### src/design/assert_macros.svh
// Assertion macros shared by the slot table RTL.
// Each macro samples on clk and is disabled while arst_n is low.
`ifndef ASSERT_MACROS_SVH
`define ASSERT_MACROS_SVH

// Checks that the property holds at every clock edge out of reset.
`define VPS_ASSERT(lbl, prop, msg) \
	lbl: assert property (@(posedge clk) disable iff (!arst_n) (prop)) \
		else $error(msg);

// Checks that the condition is never true at a clock edge out of reset.
`define VPS_ASSERT_NEVER(lbl, cond, msg) \
	lbl: assert property (@(posedge clk) disable iff (!arst_n) !(cond)) \
		else $error(msg);

`endif

### src/design/vps_pkg.sv
// Shared types and constants of the payload slot table.
// No dependencies; used by the controller, the slot store and the top level.
`default_nettype none

package vps_pkg;

	localparam int SLOTS_DEF  = 64;
	localparam int ID_W       = 7;
	localparam int SLOT_W     = 6;
	localparam int OP_W       = 2;
	// Widest slot address for the supported table depths (up to 256).
	localparam int ADDR_MAX_W = 8;

	localparam logic [SLOT_W-1:0] CLEAR_ALL_COUNT = 6'h3f;

	typedef enum logic [OP_W-1:0] {
		OP_ALLOCATE = 2'd0,
		OP_READ     = 2'd1,
		OP_ACK      = 2'd2
	} op_t;

	// Request from the controller to the slot store for one cycle.
	typedef struct packed {
		logic                  rd_en;
		logic [ADDR_MAX_W-1:0] rd_addr;
		logic                  wr_en;
		logic                  clr_one;
		logic                  clr_all;
		logic [ADDR_MAX_W-1:0] wr_addr;
		logic [ID_W-1:0]       wr_data;
	} mem_req_t;

endpackage

`default_nettype wire

### src/design/vc_payload_slot_table.sv
// Steps per beat: acknowledge, clear-all and unused beats go straight to the output register; a read
// waits for the registered RAM read; a fill writes the clamped run; a remove reads from start_slot to
// the end of the table, packs the kept slots down, then clears the freed slots, one RAM access a step.
// One beat is in flight at a time; a finished result waits in the output register while the
// next beat is taken. Reset is asynchronous and leaves every slot free through per-slot
// valid flags, so no clearing pass follows.
`default_nettype none

module vc_payload_slot_table #(
	parameter int SLOTS = vps_pkg::SLOTS_DEF
) (
	input  wire logic                       clk,
	input  wire logic                       arst_n,
	input  wire logic                       in_valid,
	output logic                            in_stall,
	input  wire logic [vps_pkg::OP_W-1:0]   operation,
	input  wire logic [vps_pkg::ID_W-1:0]   payload_id,
	input  wire logic [vps_pkg::SLOT_W-1:0] start_slot,
	input  wire logic [vps_pkg::SLOT_W-1:0] slot_count,
	output logic                            out_valid,
	input  wire logic                       out_stall,
	output logic      [vps_pkg::ID_W-1:0]   slot_data,
	output logic                            table_updated
);

	import vps_pkg::*;

	mem_req_t        req;
	logic [ID_W-1:0] rd_data;

	vps_ctrl #(
		.SLOTS (SLOTS)
	) u_ctrl (
		.clk           (clk),
		.arst_n        (arst_n),
		.in_valid      (in_valid),
		.in_stall      (in_stall),
		.operation     (operation),
		.payload_id    (payload_id),
		.start_slot    (start_slot),
		.slot_count    (slot_count),
		.out_valid     (out_valid),
		.out_stall     (out_stall),
		.slot_data     (slot_data),
		.table_updated (table_updated),
		.req           (req),
		.rd_data       (rd_data)
	);

	vps_slot_store #(
		.SLOTS (SLOTS)
	) u_store (
		.clk     (clk),
		.arst_n  (arst_n),
		.req     (req),
		.rd_data (rd_data)
	);

endmodule

`default_nettype wire

### src/design/vps_ram.sv
// Generic single-clock RAM: one write port, one read port, registered read.
// No dependencies.
`default_nettype none

module vps_ram #(
	parameter int WIDTH = 8,
	parameter int DEPTH = 64
) (
	input  wire logic                     clk,
	input  wire logic                     wr_en,
	input  wire logic [$clog2(DEPTH)-1:0] wr_addr,
	input  wire logic [WIDTH-1:0]         wr_data,
	input  wire logic                     rd_en,
	input  wire logic [$clog2(DEPTH)-1:0] rd_addr,
	output logic      [WIDTH-1:0]         rd_data
);

	logic [WIDTH-1:0] mem [DEPTH];

	always_ff @(posedge clk) begin
		if (wr_en) begin
			mem[wr_addr] <= wr_data;
		end
		if (rd_en) begin
			rd_data <= mem[rd_addr];
		end
	end

endmodule

`default_nettype wire

### src/design/vps_slot_store.sv
// Slot store: the id RAM plus one valid flag per slot, so that reset and the
// clear-all command empty the table at once. Depends on vps_pkg and vps_ram.
`default_nettype none

module vps_slot_store #(
	parameter int SLOTS = vps_pkg::SLOTS_DEF
) (
	input  wire logic                     clk,
	input  wire logic                     arst_n,
	input  wire vps_pkg::mem_req_t        req,
	output logic      [vps_pkg::ID_W-1:0] rd_data
);

	import vps_pkg::*;
	`include "assert_macros.svh"

	localparam int IDX_W = $clog2(SLOTS);

	logic [SLOTS-1:0] valid_q;
	logic             valid_s1;
	logic [ID_W-1:0]  ram_rdata;

	vps_ram #(
		.WIDTH (ID_W),
		.DEPTH (SLOTS)
	) u_ram (
		.clk     (clk),
		.wr_en   (req.wr_en),
		.wr_addr (req.wr_addr[IDX_W-1:0]),
		.wr_data (req.wr_data),
		.rd_en   (req.rd_en),
		.rd_addr (req.rd_addr[IDX_W-1:0]),
		.rd_data (ram_rdata)
	);

	always_ff @(posedge clk or negedge arst_n) begin
		if (!arst_n) begin
			valid_q  <= '0;
			valid_s1 <= 1'b0;
		end else begin
			if (req.clr_all) begin
				valid_q <= '0;
			end else if (req.wr_en) begin
				valid_q[req.wr_addr[IDX_W-1:0]] <= 1'b1;
			end else if (req.clr_one) begin
				valid_q[req.wr_addr[IDX_W-1:0]] <= 1'b0;
			end
			if (req.rd_en) begin
				valid_s1 <= valid_q[req.rd_addr[IDX_W-1:0]];
			end
		end
	end

	// A slot that was never written since the last clear reads as free.
	assign rd_data = valid_s1 ? ram_rdata : '0;

	`VPS_ASSERT_NEVER(a_one_write_kind, (req.clr_all && req.wr_en) ||
		(req.wr_en && req.clr_one), "Conflicting write requests to slot store")
	`VPS_ASSERT_NEVER(a_rd_addr_range, req.rd_en &&
		(int'(req.rd_addr) >= SLOTS), "Slot read beyond table depth")
	`VPS_ASSERT_NEVER(a_wr_addr_range, (req.wr_en || req.clr_one) &&
		(int'(req.wr_addr) >= SLOTS), "Slot write beyond table depth")

endmodule

`default_nettype wire

### src/design/vps_ctrl.sv
// Command sequencer: decodes each beat, walks the slot store for fill and
// remove, keeps the updated flag and the output register. Depends on vps_pkg.
`default_nettype none

module vps_ctrl #(
	parameter int SLOTS = vps_pkg::SLOTS_DEF
) (
	input  wire logic                       clk,
	input  wire logic                       arst_n,
	input  wire logic                       in_valid,
	output logic                            in_stall,
	input  wire logic [vps_pkg::OP_W-1:0]   operation,
	input  wire logic [vps_pkg::ID_W-1:0]   payload_id,
	input  wire logic [vps_pkg::SLOT_W-1:0] start_slot,
	input  wire logic [vps_pkg::SLOT_W-1:0] slot_count,
	output logic                            out_valid,
	input  wire logic                       out_stall,
	output logic      [vps_pkg::ID_W-1:0]   slot_data,
	output logic                            table_updated,
	output vps_pkg::mem_req_t               req,
	input  wire logic [vps_pkg::ID_W-1:0]   rd_data
);

	import vps_pkg::*;
	`include "assert_macros.svh"

	localparam int CNT_W = $clog2(SLOTS + 1);
	localparam int EXT_W = (CNT_W > ID_W) ? CNT_W : ID_W;

	typedef enum logic [2:0] {
		ST_IDLE,
		ST_RD_WAIT,
		ST_FILL,
		ST_REMOVE,
		ST_ZERO,
		ST_DONE
	} state_t;

	state_t          state_q;
	logic            flag_q;
	logic [ID_W-1:0] res_q;
	logic [ID_W-1:0] id_q;
	logic [CNT_W-1:0] ptr_q;
	logic [CNT_W-1:0] end_q;
	logic [CNT_W-1:0] src_q;
	logic [CNT_W-1:0] dst_q;
	logic            src_busy_q;
	logic            rd_vld_s1;
	logic            out_valid_q;
	logic [ID_W-1:0] slot_data_q;
	logic            table_updated_q;

	op_t              op;
	logic             accept;
	logic             in_range;
	logic             clear_all;
	logic [EXT_W-1:0] start_ext;
	logic [EXT_W-1:0] sum_ext;
	logic [CNT_W-1:0] fill_end;
	logic             keep_slot;

	assign op        = op_t'(operation);
	assign in_stall  = (state_q != ST_IDLE);
	assign accept    = in_valid && (state_q == ST_IDLE);
	assign start_ext = EXT_W'(start_slot);
	assign sum_ext   = start_ext + EXT_W'(slot_count);
	assign in_range  = start_ext < EXT_W'(SLOTS);
	assign clear_all = (payload_id == '0) && (start_slot == '0) &&
		(slot_count == CLEAR_ALL_COUNT);
	// The fill run stops at the last slot of the table.
	assign fill_end  = (sum_ext > EXT_W'(SLOTS)) ? CNT_W'(SLOTS) : sum_ext[CNT_W-1:0];
	assign keep_slot = rd_vld_s1 && (rd_data != id_q);

	always_comb begin
		req = '0;
		case (state_q)
			ST_IDLE: begin
				if (accept && op == OP_READ && in_range) begin
					req.rd_en   = 1'b1;
					req.rd_addr = ADDR_MAX_W'(start_slot);
				end
				if (accept && op == OP_ALLOCATE && clear_all) begin
					req.clr_all = 1'b1;
				end
			end
			ST_FILL: begin
				req.wr_en   = 1'b1;
				req.wr_addr = ADDR_MAX_W'(ptr_q);
				req.wr_data = id_q;
			end
			ST_REMOVE: begin
				// Reads run at least one slot ahead of the packed writes, and the write
				// pointer never passes the read pointer, so no forwarding is needed.
				req.rd_en   = src_busy_q;
				req.rd_addr = ADDR_MAX_W'(src_q);
				req.wr_en   = keep_slot;
				req.wr_addr = ADDR_MAX_W'(dst_q);
				req.wr_data = rd_data;
			end
			ST_ZERO: begin
				req.clr_one = 1'b1;
				req.wr_addr = ADDR_MAX_W'(dst_q);
			end
			default: begin
				req = '0;
			end
		endcase
	end

	always_ff @(posedge clk or negedge arst_n) begin
		if (!arst_n) begin
			state_q         <= ST_IDLE;
			flag_q          <= 1'b0;
			res_q           <= '0;
			id_q            <= '0;
			ptr_q           <= '0;
			end_q           <= '0;
			src_q           <= '0;
			dst_q           <= '0;
			src_busy_q      <= 1'b0;
			rd_vld_s1       <= 1'b0;
			out_valid_q     <= 1'b0;
			slot_data_q     <= '0;
			table_updated_q <= 1'b0;
		end else begin
			rd_vld_s1 <= req.rd_en;
			// A finished beat reloads the output register itself in ST_DONE.
			if (out_valid_q && !out_stall && state_q != ST_DONE) begin
				out_valid_q <= 1'b0;
			end
			case (state_q)
				ST_IDLE: begin
					if (accept) begin
						res_q <= '0;
						id_q  <= payload_id;
						case (op)
							OP_ALLOCATE: begin
								flag_q  <= 1'b1;
								state_q <= ST_DONE;
								if (!clear_all && in_range) begin
									if (slot_count == '0) begin
										src_q      <= CNT_W'(start_slot);
										dst_q      <= CNT_W'(start_slot);
										src_busy_q <= 1'b1;
										state_q    <= ST_REMOVE;
									end else begin
										ptr_q   <= CNT_W'(start_slot);
										end_q   <= fill_end;
										state_q <= ST_FILL;
									end
								end
							end
							OP_READ: begin
								state_q <= in_range ? ST_RD_WAIT : ST_DONE;
							end
							OP_ACK: begin
								flag_q  <= 1'b0;
								state_q <= ST_DONE;
							end
							default: begin
								state_q <= ST_DONE;
							end
						endcase
					end
				end
				ST_RD_WAIT: begin
					res_q   <= rd_data;
					state_q <= ST_DONE;
				end
				ST_FILL: begin
					ptr_q <= ptr_q + CNT_W'(1);
					if (ptr_q + CNT_W'(1) == end_q) begin
						state_q <= ST_DONE;
					end
				end
				ST_REMOVE: begin
					if (src_busy_q) begin
						src_q <= src_q + CNT_W'(1);
						if (src_q == CNT_W'(SLOTS - 1)) begin
							src_busy_q <= 1'b0;
						end
					end
					if (keep_slot) begin
						dst_q <= dst_q + CNT_W'(1);
					end
					if (!src_busy_q && !rd_vld_s1) begin
						state_q <= (dst_q == CNT_W'(SLOTS)) ? ST_DONE : ST_ZERO;
					end
				end
				ST_ZERO: begin
					dst_q <= dst_q + CNT_W'(1);
					if (dst_q == CNT_W'(SLOTS - 1)) begin
						state_q <= ST_DONE;
					end
				end
				ST_DONE: begin
					if (!out_valid_q || !out_stall) begin
						out_valid_q     <= 1'b1;
						slot_data_q     <= res_q;
						table_updated_q <= flag_q;
						state_q         <= ST_IDLE;
					end
				end
				default: begin
					state_q <= ST_IDLE;
				end
			endcase
		end
	end

	assign out_valid     = out_valid_q;
	assign slot_data     = slot_data_q;
	assign table_updated = table_updated_q;

	`VPS_ASSERT(a_fill_in_run, (state_q == ST_FILL) |-> (ptr_q < end_q),
		"Fill pointer ran past the end of its run")
	`VPS_ASSERT(a_pack_behind_read, (state_q == ST_REMOVE) |-> (dst_q <= src_q),
		"Packed write pointer overtook the read pointer")
	`VPS_ASSERT(a_done_delivers,
		(state_q == ST_DONE && (!out_valid_q || !out_stall)) |=>
		(out_valid_q && state_q == ST_IDLE),
		"Finished item was not moved to the output register")
	`VPS_ASSERT(a_ack_clears_flag,
		(accept && op == OP_ACK) |=> !flag_q,
		"Acknowledge left the updated flag set")

endmodule

`default_nettype wire
### config.mk
export PLATFORM = sky130hd
export DESIGN_NAME = vc_payload_slot_table
export DESIGN_NICKNAME = d
export VERILOG_FILES = /design/src/design/vps_pkg.sv /design/src/design/vc_payload_slot_table.sv /design/src/design/vps_ram.sv /design/src/design/vps_slot_store.sv /design/src/design/vps_ctrl.sv
export VERILOG_INCLUDE_DIRS = /design/src /design/src/design
export SDC_FILE = /design/constraint.sdc
export NUM_CORES = 1
export LEC_CHECK = 0
export ABC_AREA = 0
export BUFFER_PORTS_ARGS = -buffer_cell sky130_fd_sc_hd__buf_2
export CAP_MARGIN = 20
export CORE_MARGIN = 2
export CORE_UTILIZATION = 50
export DETAILED_ROUTE_END_ITERATION = 12
export PLACE_DENSITY = 0.72
export SLEW_MARGIN = 20
export SYNTH_ARGS = -nofsm -noshare
export SYNTH_HDL_FRONTEND = slang
export SYNTH_HIERARCHICAL = 1
export SYNTH_SLANG_ARGS = --single-unit
### constraint.sdc
create_clock -name clk -period 3.3 [get_ports clk]
set_input_delay 0.495 -clock clk [delete_from_list [all_inputs] [get_ports clk]]
set_output_delay 0.495 -clock clk [all_outputs]
set_load 0.03 [all_outputs]
==> run metrics <==
vias per cell=6.29; RSZ-0062 raised after global routing=true; most frequent cells in the layout=edfxtp_1 (455), nand2_1 (135), buf_4 (133); Pins Over Slew Limit=0; first-pass GRT wire length=93.3 mm; synth warn=6; Worst EP required=3.66 ns; Placed Area=0.0270 sq mm; die area=0.0519 sq mm; H-tree levels=2; First DRT Iteration DRCs=2,026; n_diodes=0; row cnt=82; leakage power=10.5 nW; routability cong.=0.920; setup TNS=0 ns; Area growth syn-to-layout=16.2%; max-capacitance violation count=0; Mean Syn Cell Area=15.5 sq um; outcome=complete, no violations; Worst Tran Pin Value=0.883 ns; CTS Buf Count=56; post-synthesis cell count=1,620; Rel. slew slack=0.409; fin crit period=3.28 ns; vias in the first global route=15,500; syn nets=1,656; post-route cell area=0.0291 sq mm; Pwr Density=676 mW/mm^2; fin util=0.585; clk root buf=clkbuf_16; Reg clk slew, reported paths=0.06 ns; Hold/Removal Path Class=input pin to register; Critical Path Start Type=register; dpl cells=2,384; TritonCTS clock tree=yes; antenna violations before repair=0; cell depth of the worst hold path=2; HPWL Detailed=40.0 mm; Final Hold Fails=0; Remaining DRCs=0; crit path DAT=3.64 ns; hold slack=0.149 ns; Worst R2R Path Depth=11; most common cell after layout, fill and taps aside=edfxtp_1; # clock sinks=577; WL per Instance=24.7 um; Final nets=1,817; Die W=228 um; Post-DRT Antenna Nets=0; Die Ht=228 um; peak supply drop=0.398 mV; CP Class=register to register; Worst Path Max Fanout=13; Finish-stage setup viols=0; overall routing resource usage=0.234; Non-Filler Instances=2,499; largest net degree at the start of global routing=65; core area=0.0498 sq mm; clk_lat worst skew=0.61 ns; post-synthesis cell area=0.0250 sq mm; Port Buffer Count=34; skew final=0.0128 ns; final WL=61.7 mm; Clock Path Buffers=3; via count=15,700; Period Utilization, post-route=0.994; io pins=35; fmax=305 MHz; drt pass-1 iters=6; Crit. End Element=register; global route overflow=0; layout cells sized above 1=0.271; initial core utilization=0.503
==> sequential cells by signal, indices dropped and copies added, names as in the netlist <==
register	cells
u_store/u_ram/mem	448
u_store/valid_q	64
u_ctrl/dst_q	7
u_ctrl/out_valid	1
u_ctrl/end_q	7
u_ctrl/src_busy_q	1
u_store/valid_s1	1
u_ctrl/ptr_q	7
u_ctrl/rd_vld_s1	1
u_ctrl/table_updated	1
u_ctrl/flag_q	1
u_ctrl/src_q	7
u_ctrl/slot_data	7
u_ctrl/id_q	7
u_ctrl/res_q	7
u_ctrl/state_q	3
u_store/u_ram/rd_data	7
==> path summary, 6_finish.rpt <==
| path | slack, ns | startpoint | end |
|---|---|---|---|
| worst max register to register | 0.02 | u_ctrl/state_q[1]$_DFFE_PN0P_ | u_store/u_ram/rd_data[1]$_DFFE_PP_ |
| min in group asynchronous | 0.52 | arst_n | u_ctrl/end_q[5]$_DFFE_PN0P_ |
| worst max-delay path | 0.02 | u_ctrl/state_q[1]$_DFFE_PN0P_ | u_store/u_ram/rd_data[1]$_DFFE_PP_ |
| worst min-delay path | 0.15 | payload_id[3] | u_ctrl/id_q[3]$_DFFE_PN0P_ |
| max in group asynchronous | 1.98 | arst_n | u_store/valid_q[49]$_DFFE_PN0P_ |
| worst min register to register | 0.50 | u_ctrl/slot_data[6]$_DFFE_PN0P_ | u_ctrl/slot_data[6]$_DFFE_PN0P_ |
==> worst max-delay path, stage by stage (launching register included) <==
cell       delay (ns)
dfrtp_1          0.38
or2_2            0.34
nor2_4           0.12
nand2_1          0.09
nor3b_2          0.26
a22o_4           0.29
buf_4            0.18
clkbuf_16        0.20
mux4_2           0.56
o221ai_1         0.19
o21ai_1          0.18
a22o_1           0.24
==> where the power goes <==
group / internal [mW] / total, mW / switching, mW / leakage (nW)
Combinational: 1.74 / 4.44 / 2.69 / 3.32
Sequential: 8.48 / 8.92 / 0.436 / 6.26
Clock: 3.61 / 6.30 / 2.69 / 0.885
Total: 13.8 / 19.7 / 5.82 / 10.5
==> layer usage <==
| metal | track usage | vias to the layer above | part of all wire |
|---|---|---|---|
| met5 | 0 | - | 0 |
| met4 | 0.0785 | 0 | 0.031 |
| met3 | 0.0548 | 136 | 0.097 |
| met2 | 0.363 | 829 | 0.47 |
| met1 | 0.330 | 8059 | 0.40 |
| li1 | - | 6701 | - |
==> per-stage QoR <==
stage               total power, mW  worst slack [ns]
global route                   20.4           -0.0348
global placement               13.2            0.0489
detailed placement             13.3            0.0188
CTS                            19.6           0.00185
finish                         19.7            0.0184
floorplan                      11.8            0.0307
==> repair_timing <==
item / 4_1_cts / 5_1_grt
setup endpoints to repair: 0 / 7
gates resized for setup: 0 / 28
endpoints found under the hold margin: 53 / 0
setup buffers: 0 / 6
hold buffers: 1 / 0
==> final cells by class <==
cell class                 count  area [sq um]
sequential                   577         16700
tap                          672           841
inverter                      11          41.3
clock buffer                  72          1500
multi-input combinational    941          7950
clock inverter                32           302
timing repair buffer         194          1740
fill                        3652         20700
(Power assumes the default switching activity.)
